File: config.mk
export PLATFORM = sky130hd
export DESIGN_NAME = multi_slot_software_timer_table_unit
export DESIGN_NICKNAME = d
export VERILOG_FILES = /design/src/rtl/tmr_pkg.sv /design/src/rtl/tmr_div.sv /design/src/rtl/multi_slot_software_timer_table_unit.sv
export SDC_FILE = /design/constraint.sdc
export NUM_CORES = 2
export LEC_CHECK = 0
export ABC_AREA = 0
export BUFFER_PORTS_ARGS = -buffer_cell sky130_fd_sc_hd__buf_2
export CAP_MARGIN = 40
export CORE_UTILIZATION = 40
export DETAILED_ROUTE_END_ITERATION = 8
export GPL_TIMING_DRIVEN = 0
export PLACE_DENSITY = 0.58
export SETUP_SLACK_MARGIN = 0.3
export SLEW_MARGIN = 20
export SYNTH_ARGS = -nofsm -noshare
export SYNTH_HDL_FRONTEND = slang
export SYNTH_SLANG_ARGS = --single-unit
File: constraint.sdc
create_clock -name clock -period 10.4 [get_ports clock]
set_clock_uncertainty 0.2 [all_clocks]
set_input_delay 0.52 -clock clock [delete_from_list [all_inputs] [get_ports clock]]
set_output_delay 0.52 -clock clock [all_outputs]
set_load 0.05 [all_outputs]
File: src/rtl/tmr_pkg.sv
`timescale 1ns / 1ps
// ----------------------------------------------------------------------------
// tmr_pkg
// Shared codes, defaults and result word type for the timer slot table.
// ----------------------------------------------------------------------------
package tmr_pkg;

   localparam int TMR_SLOTS       = 16;
   localparam int TMR_TIME_BITS   = 31;
   localparam int TMR_OWNER_BITS  = 8;
   localparam int TMR_MAX_RESULTS = 16;

   localparam logic [2:0] CMD_SET       = 3'd0;
   localparam logic [2:0] CMD_CLEAR     = 3'd1;
   localparam logic [2:0] CMD_QUERY     = 3'd2;
   localparam logic [2:0] CMD_TICK      = 3'd3;
   localparam logic [2:0] CMD_CLR_OWNER = 3'd4;

   localparam logic [2:0] KIND_SET_ACK = 3'd0;
   localparam logic [2:0] KIND_CLR_ACK = 3'd1;
   localparam logic [2:0] KIND_QUERY   = 3'd2;
   localparam logic [2:0] KIND_FIRE    = 3'd3;
   localparam logic [2:0] KIND_NO_FIRE = 3'd4;

   typedef struct packed {
      logic               strobe;
      logic [2:0]         kind;
      logic [3:0]         out_slot;
      logic               out_handle_valid;
      logic               active;
      logic signed [31:0] remaining;
      logic [7:0]         fire_count;
      logic               no_free_slot;
      logic               last;
   } rsp_type;

endpackage

File: src/rtl/tmr_div.sv
`timescale 1ns / 1ps
// ----------------------------------------------------------------------------
// tmr_div
// Restoring divider, one quotient bit per cycle, for multi-fire reloads.
// ----------------------------------------------------------------------------
module tmr_div #(
   parameter int W = 31
) (
   input  logic         clock,
   input  logic         reset,
   input  logic         go,
   input  logic [W-1:0] dividend,
   input  logic [W-1:0] divisor,
   output logic         done,
   output logic [W-1:0] quot,
   output logic [W-1:0] rem
);
   localparam int CW = $clog2(W + 1);

   logic [W-1:0]  quot_ff, quot_in;
   logic [W-1:0]  rem_ff, rem_in;
   logic [W-1:0]  dvs_ff, dvs_in;
   logic [CW-1:0] cnt_ff, cnt_in;
   logic          run_ff, run_in;
   logic          done_ff, done_in;
   logic [W:0]    shifted;
   logic [W:0]    trial;

   always_comb begin
      quot_in = quot_ff;
      rem_in  = rem_ff;
      dvs_in  = dvs_ff;
      cnt_in  = cnt_ff;
      run_in  = run_ff;
      done_in = 1'b0;
      shifted = {rem_ff, quot_ff[W-1]};
      trial   = shifted - {1'b0, dvs_ff};
      if (go) begin
         quot_in = dividend;
         rem_in  = '0;
         dvs_in  = divisor;
         cnt_in  = CW'(W);
         run_in  = 1'b1;
      end else if (run_ff) begin
         if (!trial[W]) begin
            rem_in  = trial[W-1:0];
            quot_in = {quot_ff[W-2:0], 1'b1};
         end else begin
            rem_in  = shifted[W-1:0];
            quot_in = {quot_ff[W-2:0], 1'b0};
         end
         cnt_in = cnt_ff - 1'b1;
         if (cnt_ff == CW'(1)) begin
            run_in  = 1'b0;
            done_in = 1'b1;
         end
      end
   end

   always_ff @(posedge clock) begin
      if (reset) begin
         run_ff  <= 1'b0;
         done_ff <= 1'b0;
         cnt_ff  <= '0;
      end else begin
         run_ff  <= run_in;
         done_ff <= done_in;
         cnt_ff  <= cnt_in;
      end
      quot_ff <= quot_in;
      rem_ff  <= rem_in;
      dvs_ff  <= dvs_in;
   end

   assign done = done_ff;
   assign quot = quot_ff;
   assign rem  = rem_ff;

endmodule

File: src/rtl/multi_slot_software_timer_table_unit.sv
`timescale 1ns / 1ps
// ----------------------------------------------------------------------------
// multi_slot_software_timer_table_unit
// Timer slot table: set, clear, query, tick and clear-by-owner commands.
// Set and clear answer in the cycle after start; a query reads the slot in S_QRY.
// Tick and clear-by-owner walk the slot memory through S_RD and S_EV per slot, then S_FIN,
// and a tick waits in S_DIV on the reload divider for each expired looping slot.
// One command at a time; busy is high through a query or a slot walk.
// Reset clears all slot valid flags at once; no clearing pass is needed.
// ----------------------------------------------------------------------------
module multi_slot_software_timer_table_unit
   import tmr_pkg::*;
#(
   parameter int SLOTS      = TMR_SLOTS,
   parameter int TIME_BITS  = TMR_TIME_BITS,
   parameter int OWNER_BITS = TMR_OWNER_BITS
) (
   input  logic               clock,
   input  logic               reset,
   input  logic               start,
   output logic               busy,
   input  logic [2:0]         req_cmd,
   input  logic               req_handle_valid,
   input  logic [3:0]         req_slot,
   input  logic [7:0]         req_owner,
   input  logic [30:0]        req_rate,
   input  logic               req_looping,
   input  logic signed [31:0] req_first_delay,
   input  logic [30:0]        req_delta,
   output logic               rsp_strobe,
   output logic [2:0]         rsp_kind,
   output logic [3:0]         rsp_out_slot,
   output logic               rsp_out_handle_valid,
   output logic               rsp_active,
   output logic signed [31:0] rsp_remaining,
   output logic [7:0]         rsp_fire_count,
   output logic               rsp_no_free_slot,
   output logic               rsp_last
);
   localparam int TB  = TIME_BITS;
   localparam int OB  = OWNER_BITS;
   localparam int SW  = (SLOTS > 1) ? $clog2(SLOTS) : 1;
   localparam int EW  = ((TB > 32) ? TB : 32) + 1;
   localparam int MW  = 1 + TB + TB + OB;
   localparam int CNW = $clog2(TMR_MAX_RESULTS + 1);
   // memory word fields
   localparam int OWN_LO = 0;
   localparam int LFT_LO = OB;
   localparam int PER_LO = OB + TB;
   localparam int LOOP_B = OB + 2 * TB;

   localparam logic [2:0] S_IDLE = 3'd0;
   localparam logic [2:0] S_QRY  = 3'd1;
   localparam logic [2:0] S_RD   = 3'd2;
   localparam logic [2:0] S_EV   = 3'd3;
   localparam logic [2:0] S_DIV  = 3'd4;
   localparam logic [2:0] S_FIN  = 3'd5;

   localparam logic [EW-1:0] TMAX_EXT = (EW'(1) << TB) - EW'(1);

   logic [MW-1:0] mem [SLOTS];
   logic [MW-1:0] mem_q_ff;
   logic [SW-1:0] rd_addr;
   logic          mem_we;
   logic [SW-1:0] mem_wa;
   logic [MW-1:0] mem_wd;

   logic [SLOTS-1:0] used_ff, used_in;
   logic [2:0]       state_ff, state_in;
   logic [SW-1:0]    idx_ff, idx_in;
   logic [2:0]       cmd_ff, cmd_in;
   logic             hv_ff, hv_in;
   logic             named_ff, named_in;
   logic [3:0]       slot_ff, slot_in;
   logic [OB-1:0]    owner_ff, owner_in;
   logic [TB-1:0]    delta_ff, delta_in;
   logic [TB-1:0]    per_ff, per_in;
   logic [CNW-1:0]   cnt_ff, cnt_in;
   logic             pend_ff, pend_in;
   logic [3:0]       pslot_ff, pslot_in;
   logic             phv_ff, phv_in;
   logic [7:0]       pk_ff, pk_in;
   rsp_type          rsp_ff, rsp_in;

   logic [EW-1:0] rate_ext, fd_ext, delta_ext;
   logic [TB-1:0] rate_sat, fd_sat, delta_sat;
   logic [OB-1:0] req_own;
   logic [SW-1:0] req_idx;
   logic          req_named;
   logic          free_found;
   logic [SW-1:0] free_idx;

   logic [TB-1:0] m_left, m_per, p_eff;
   logic [OB-1:0] m_own;
   logic          m_loop;
   logic [EW-1:0] left_ext;

   logic          div_go, div_done;
   logic [TB-1:0] div_a, div_b, div_q, div_r;
   logic [7:0]    fire_k;

   logic          fire_now;
   logic [3:0]    fire_slot;
   logic          fire_hv;
   logic [7:0]    fire_cnt;

   tmr_div #(.W(TB)) u_div (
      .clock    (clock),
      .reset    (reset),
      .go       (div_go),
      .dividend (div_a),
      .divisor  (div_b),
      .done     (div_done),
      .quot     (div_q),
      .rem      (div_r)
   );

   // input conditioning
   always_comb begin
      rate_ext  = EW'(req_rate);
      fd_ext    = EW'(req_first_delay[30:0]);
      delta_ext = EW'(req_delta);
      rate_sat  = (rate_ext > TMAX_EXT) ? TMAX_EXT[TB-1:0] : rate_ext[TB-1:0];
      fd_sat    = (fd_ext > TMAX_EXT) ? TMAX_EXT[TB-1:0] : fd_ext[TB-1:0];
      delta_sat = (delta_ext > TMAX_EXT) ? TMAX_EXT[TB-1:0] : delta_ext[TB-1:0];
      req_own   = OB'(req_owner);
      req_idx   = SW'(req_slot);
      req_named = req_handle_valid && (32'(req_slot) < SLOTS);
      free_found = 1'b0;
      free_idx   = '0;
      for (int i = SLOTS - 1; i >= 0; i--) begin
         if (!used_ff[i]) begin
            free_found = 1'b1;
            free_idx   = SW'(i);
         end
      end
   end

   always_comb begin
      m_loop   = mem_q_ff[LOOP_B];
      m_per    = mem_q_ff[PER_LO +: TB];
      m_left   = mem_q_ff[LFT_LO +: TB];
      m_own    = mem_q_ff[OWN_LO +: OB];
      p_eff    = (m_per == '0) ? TB'(1) : m_per;
      left_ext = EW'(m_left);
      fire_k   = (div_q >= TB'(255)) ? 8'd255 : (8'(div_q) + 8'd1);
   end

   assign rd_addr = (state_ff == S_IDLE) ? req_idx : idx_ff;

   always_ff @(posedge clock) begin
      if (mem_we) begin
         mem[mem_wa] <= mem_wd;
      end
      mem_q_ff <= mem[rd_addr];
   end

   always_comb begin
      state_in = state_ff;
      used_in  = used_ff;
      idx_in   = idx_ff;
      cmd_in   = cmd_ff;
      hv_in    = hv_ff;
      named_in = named_ff;
      slot_in  = slot_ff;
      owner_in = owner_ff;
      delta_in = delta_ff;
      per_in   = per_ff;
      cnt_in   = cnt_ff;
      pend_in  = pend_ff;
      pslot_in = pslot_ff;
      phv_in   = phv_ff;
      pk_in    = pk_ff;
      rsp_in   = '0;
      mem_we   = 1'b0;
      mem_wa   = idx_ff;
      mem_wd   = mem_q_ff;
      div_go   = 1'b0;
      div_a    = m_left;
      div_b    = p_eff;
      fire_now  = 1'b0;
      fire_slot = 4'(idx_ff);
      fire_hv   = 1'b0;
      fire_cnt  = 8'd1;

      case (state_ff)
         S_IDLE: begin
            if (start) begin
               cmd_in   = req_cmd;
               hv_in    = req_handle_valid;
               named_in = req_named;
               slot_in  = req_slot;
               owner_in = req_own;
               delta_in = delta_sat;
               idx_in   = req_idx;
               cnt_in   = '0;
               pend_in  = 1'b0;
               case (req_cmd)
                  CMD_SET: begin
                     rsp_in.strobe = 1'b1;
                     rsp_in.kind   = KIND_SET_ACK;
                     rsp_in.last   = 1'b1;
                     if (rate_sat == '0) begin
                        if (req_named) begin
                           used_in[req_idx] = 1'b0;
                        end
                        rsp_in.out_slot = req_slot;
                     end else if (!req_named && !free_found) begin
                        rsp_in.no_free_slot = 1'b1;
                     end else begin
                        mem_we = 1'b1;
                        mem_wa = req_named ? req_idx : free_idx;
                        mem_wd = {req_looping, rate_sat,
                                  req_first_delay[31] ? rate_sat : fd_sat, req_own};
                        used_in[mem_wa]         = 1'b1;
                        rsp_in.out_slot         = 4'(mem_wa);
                        rsp_in.out_handle_valid = 1'b1;
                     end
                  end
                  CMD_CLEAR: begin
                     if (req_named) begin
                        used_in[req_idx] = 1'b0;
                     end
                     rsp_in.strobe   = 1'b1;
                     rsp_in.kind     = KIND_CLR_ACK;
                     rsp_in.out_slot = req_slot;
                     rsp_in.last     = 1'b1;
                  end
                  CMD_QUERY: begin
                     state_in = S_QRY;
                  end
                  CMD_TICK: begin
                     if (delta_sat == '0) begin
                        rsp_in.strobe = 1'b1;
                        rsp_in.kind   = KIND_NO_FIRE;
                        rsp_in.last   = 1'b1;
                     end else begin
                        idx_in   = '0;
                        state_in = S_RD;
                     end
                  end
                  CMD_CLR_OWNER: begin
                     if (req_own == '0) begin
                        rsp_in.strobe = 1'b1;
                        rsp_in.kind   = KIND_CLR_ACK;
                        rsp_in.last   = 1'b1;
                     end else begin
                        idx_in   = '0;
                        state_in = S_RD;
                     end
                  end
                  default: begin
                  end
               endcase
            end
         end
         S_QRY: begin
            rsp_in.strobe           = 1'b1;
            rsp_in.kind             = KIND_QUERY;
            rsp_in.out_slot         = slot_ff;
            rsp_in.out_handle_valid = hv_ff;
            rsp_in.last             = 1'b1;
            if (named_ff && used_ff[idx_ff]) begin
               rsp_in.active    = 1'b1;
               rsp_in.remaining = (left_ext > EW'(32'h7FFF_FFFF)) ? 32'sh7FFF_FFFF
                                                                 : 32'(left_ext);
            end else begin
               rsp_in.remaining = -32'sd1;
            end
            state_in = S_IDLE;
         end
         S_RD: begin
            state_in = S_EV;
         end
         S_EV: begin
            state_in = S_RD;
            if (cmd_ff == CMD_CLR_OWNER) begin
               if (used_ff[idx_ff] && m_own == owner_ff) begin
                  used_in[idx_ff] = 1'b0;
               end
            end else if (used_ff[idx_ff]) begin
               if (m_left > delta_ff) begin
                  mem_we = 1'b1;
                  mem_wd = {m_loop, m_per, m_left - delta_ff, m_own};
               end else if (m_loop) begin
                  div_go   = 1'b1;
                  div_a    = delta_ff - m_left;
                  div_b    = p_eff;
                  per_in   = p_eff;
                  state_in = S_DIV;
               end else begin
                  used_in[idx_ff] = 1'b0;
                  fire_now        = 1'b1;
               end
            end
            if (state_in != S_DIV) begin
               if (idx_ff == SW'(SLOTS - 1)) begin
                  state_in = S_FIN;
               end else begin
                  idx_in = idx_ff + 1'b1;
               end
            end
         end
         S_DIV: begin
            if (div_done) begin
               mem_we   = 1'b1;
               mem_wd   = {m_loop, m_per, per_ff - div_r, m_own};
               fire_now = 1'b1;
               fire_hv  = 1'b1;
               fire_cnt = fire_k;
               if (idx_ff == SW'(SLOTS - 1)) begin
                  state_in = S_FIN;
               end else begin
                  idx_in   = idx_ff + 1'b1;
                  state_in = S_RD;
               end
            end
         end
         S_FIN: begin
            rsp_in.strobe = 1'b1;
            rsp_in.last   = 1'b1;
            if (cmd_ff == CMD_CLR_OWNER) begin
               rsp_in.kind = KIND_CLR_ACK;
            end else if (pend_ff) begin
               rsp_in.kind             = KIND_FIRE;
               rsp_in.out_slot         = pslot_ff;
               rsp_in.out_handle_valid = phv_ff;
               rsp_in.fire_count       = pk_ff;
            end else begin
               rsp_in.kind = KIND_NO_FIRE;
            end
            state_in = S_IDLE;
         end
         default: begin
            state_in = S_IDLE;
         end
      endcase

      // a fire word is held back until the next fire or S_FIN so the final one can carry last
      if (fire_now && cnt_ff < CNW'(TMR_MAX_RESULTS)) begin
         if (pend_ff) begin
            rsp_in.strobe           = 1'b1;
            rsp_in.kind             = KIND_FIRE;
            rsp_in.out_slot         = pslot_ff;
            rsp_in.out_handle_valid = phv_ff;
            rsp_in.fire_count       = pk_ff;
         end
         pend_in  = 1'b1;
         pslot_in = fire_slot;
         phv_in   = fire_hv;
         pk_in    = fire_cnt;
         cnt_in   = cnt_ff + 1'b1;
      end
   end

   always_ff @(posedge clock) begin
      if (reset) begin
         state_ff <= S_IDLE;
         used_ff  <= '0;
         rsp_ff   <= '0;
         pend_ff  <= 1'b0;
         cnt_ff   <= '0;
      end else begin
         state_ff <= state_in;
         used_ff  <= used_in;
         rsp_ff   <= rsp_in;
         pend_ff  <= pend_in;
         cnt_ff   <= cnt_in;
      end
      idx_ff   <= idx_in;
      cmd_ff   <= cmd_in;
      hv_ff    <= hv_in;
      named_ff <= named_in;
      slot_ff  <= slot_in;
      owner_ff <= owner_in;
      delta_ff <= delta_in;
      per_ff   <= per_in;
      pslot_ff <= pslot_in;
      phv_ff   <= phv_in;
      pk_ff    <= pk_in;
   end

   assign busy                 = (state_ff != S_IDLE);
   assign rsp_strobe           = rsp_ff.strobe;
   assign rsp_kind             = rsp_ff.kind;
   assign rsp_out_slot         = rsp_ff.out_slot;
   assign rsp_out_handle_valid = rsp_ff.out_handle_valid;
   assign rsp_active           = rsp_ff.active;
   assign rsp_remaining        = rsp_ff.remaining;
   assign rsp_fire_count       = rsp_ff.fire_count;
   assign rsp_no_free_slot     = rsp_ff.no_free_slot;
   assign rsp_last             = rsp_ff.last;

endmodule

==> results.sh <==
export IMPL_synthArstFlopShare_pct=0
export IMPL_synthTopCellsByArea="edfxtp_1 61%, mux4_2 10%, dfxtp_1 5.8%"
export IMPL_min_path_type="in -> reg"
export IMPL_pre_cts_ws_ns=4.56
export IMPL_worstReg2RegEnd="mem[6][11]$_DFFE_PP_"
export IMPL_dieArea_sq_um=161000
export IMPL_num_vias=40500
export IMPL_drive_above_1_share_pct=20.6
export IMPL_syn2layout_area_growth_pct=18.2
export IMPL_cp_end_kind="register"
export IMPL_grt_pass1_wl_mm=287
export IMPL_fin_nets=5081
export IMPL_postSynthCellCount=4267
export IMPL_synth_compound_area_share_pct=8.82
export IMPL_gp_congestion=0.967
export IMPL_cts_buffers=152
export IMPL_whs_ns=0.146
export IMPL_pwr_share_seq_pct=46.8
export IMPL_rr_worst_depth=13
export IMPL_muxShareOfSynthArea_pct=11.2
export IMPL_slew_headroom_pct=34.9
export IMPL_syn_area_sq_um=63900
export IMPL_switching_share_pct=27.4
export IMPL_arrival_ns=6.26
export IMPL_required_ns=10.71
export IMPL_wl_per_cell_um=28.7
export IMPL_synth_seq_cells=1479
export IMPL_avgSynthCellArea_sq_um=15.0
export IMPL_finalCriticalPeriod_ns=5.95
export IMPL_antenna_found_initial=4
export IMPL_synthXorXnorAreaFrac_pct=1.66
export IMPL_post_cts_buffers=0
export IMPL_clock_power_share_pct=37.8
export IMPL_synth_top_family_by_area="multiplexers"
export IMPL_tritoncts="yes"
export IMPL_fmax_mhz=168
export IMPL_synth_top_cell_area_share_pct=60.7
export IMPL_placed_area_sq_um=69800
export IMPL_clock_path_buffers=3
export IMPL_synth_most_common_cell="edfxtp_1"
export IMPL_p_int_mw=10.9
export IMPL_die_w_um=402
export IMPL_synth_nets=4515
export IMPL_path_clk_slew_ns=0.07
export IMPL_synthTopCellsByCount="1,293 x edfxtp_1, 407 x nand2_1, 286 x mux4_2, 220 x a21oi_1, 192 x o21ai_0"
export IMPL_numPortBuffers=165
export IMPL_root_buffer="clkbuf_16"
export IMPL_cp_start_kind="register"
export IMPL_grt_max_degree=41
export IMPL_crit_path_start="state_ff[1]$_SDFFE_PP0P_"
export IMPL_status="completed"
export IMPL_combPwrFrac_pct=15.4
export IMPL_setup_viol=0
export IMPL_ys_seq_area_share_pct=66.5
export IMPL_switchingPower_mw=4.09
export IMPL_cts_resized_gates=0
export IMPL_yosysWarnings=0
export IMPL_rrSetupSlack_ns=4.45
export IMPL_htreeDepth=4
export IMPL_core_area_sq_um=159000
export IMPL_total_power_mw=15.0
export IMPL_worstReg2RegStart="state_ff[1]$_SDFFE_PP0P_"
export IMPL_ant_nets=0
export IMPL_overflow=0
export IMPL_yosys_area_share_simple_pct=6.41
export IMPL_dr_first_iter_drc_count=4185
export IMPL_critPathKind="reg -> reg"
export IMPL_area_sequential_sq_um=42600
export IMPL_final_area_sq_um=75600
export IMPL_synthDistinctLibCells=93
export IMPL_viasPerCell=5.76
export IMPL_min_period_over_period_pct=57.2
export IMPL_p_leak_nw=26.5
export IMPL_synth_edff_count=1293
export IMPL_ys_flop_type="edfxtp_1"
export IMPL_min_from="req_looping"
export IMPL_peakVddDrop_v=0.000176
export IMPL_rows=146
export IMPL_hold_buffers=49
export IMPL_io_pins=167
export IMPL_worst_pin_slew_ns=0.949
export IMPL_min_delay_worst_endpoint="mem[2][70]$_DFFE_PP_"
export IMPL_whs_path_depth=4
export IMPL_cts_sinks=1479
export IMPL_synth_fa_ha_area_share_pct=2.67
export IMPL_hold_viol=0
export IMPL_powerDensity_nw_per_um2=198
export IMPL_num_fill_cells=13700
export IMPL_cap_viol_max_count=0
export IMPL_start_util_pct=40.3
export IMPL_setup_ws_ns=4.45
export IMPL_grt_pass1_vias=40200
export IMPL_crit_path_max_fanout=17
export IMPL_yosysTopAreaCell="edfxtp_1"
export IMPL_grtUsageTotal_pct=24.9
export IMPL_multi_input_area_sq_um=19900
export IMPL_firstDrtPassIters=8
export IMPL_route_detailed_drc=0
export IMPL_rsz0062_at_grt="no"
export IMPL_drv_slew=0
export IMPL_wl_mm=202
export IMPL_hpwlAfterDp_mm=148
export IMPL_clock_latency_ns=0.81
export IMPL_die_y_um=402
## registers in the layout, summed over array words and instances (netlist names), 16 cells and up
name           count
mem             1136
u_div.rem         31
u_div.dvs_ff      31
delta_ff          31
used_ff           16
mem_q_ff          71
per_ff            31
rsp_remaining     32
u_div.quot        31
## kinds of logic after synthesis
family / after synthesis
DFF: 1479
and+or+nand+nor: 873
AOI/OAI and AO/OA: 876
buffers and inverters: 429
adders and majority gates: 134
muxes: 355
xor gates and xnor gates: 121
## per-layer routing
layer / vias up / track usage, % / wire, um
met5: - / 0 / 13
met4: 2 / 12.0 / 10800
met3: 380 / 4.50 / 14800
met2: 1662 / 39.8 / 94700
met1: 20800 / 32.8 / 81900
li1: 17700 / - / -
## cell usage in the layout (no fill, tap or decap), types with 70 or more instances in the layout
cell | netlist | layout
edfxtp_1 | 1293 | 1293
nand2_1 | 407 | 406
mux4_2 | 286 | 286
buf_2 | 47 | 223
a21oi_1 | 220 | 218
clkbuf_1 | 187 | 217
dfxtp_1 | 186 | 186
o21ai_0 | 192 | 184
inv_1 | 176 | 174
clkbuf_16 | 0 | 154
ha_1 | 130 | 130
nor2_1 | 124 | 116
buf_4 | 1 | 103
a211oi_1 | 88 | 88
a31oi_1 | 87 | 86
and2_1 | 84 | 84
xnor2_1 | 70 | 70
## worst max-delay path by stage
stage	to	cells past startpoint
6_report	mem[6][11]$_DFFE_PP_	13
5_1_grt	mem[6][11]$_DFFE_PP_	13
4_1_cts	mem[11][18]$_DFFE_PP_	18
3_5_place_dp	mem[6][7]$_DFFE_PP_	15
3_3_place_gp	mem[14][55]$_DFFE_PP_	10
2_1_floorplan	mem[8][0]$_DFFE_PP_	13
## area by class of cell
type                            instances  share of cell area, %
Antenna cell                            1                0.00331
Buffer                                251                   1.36
Clock buffer                          200                   5.49
Clock inverter                         86                   1.38
Inverter                              178                  0.891
Multi-Input combinational cell       2359                   26.4
Sequential cell                      1479                   56.3
Tap cell                             2072                   3.43
Timing Repair Buffer                  412                   4.78
## per-stage QoR
step           setup TNS [ns]  std cells  utilization [%]
6_report                    0       7038             47.7
5_1_grt                     0       7037             47.7
4_1_cts                     0       7025             47.6
3_5_place_dp                0       6690             44.0
3_3_place_gp         -3815.09       6504             42.5
2_1_floorplan               0       4267                -
## power by group through the flow
stage	sequential (mW)	clock, mW	combinational (mW)
finish	6.99	5.66	2.30
global placement	7.12	0	2.17
floorplan	7.02	0	1.43
CTS	6.98	5.74	2.27
global route	6.99	5.93	2.48
detailed placement	7.11	0	2.25
## critical path, cell delays in order (launching register included)
cell and delay [ns]:
dfxtp_1 0.30, clkbuf_1 0.20, nor3_1 0.69, buf_2 0.42, nand3_1 0.20, nor2_1 0.31
buf_1 0.51, mux2i_1 0.75, o21ai_0 0.53, buf_2 0.30, nor2_4 0.53, buf_12 0.28
buf_12 0.21, buf_16 0.19
No activity file was read; power rests on OpenSTA's default activity.
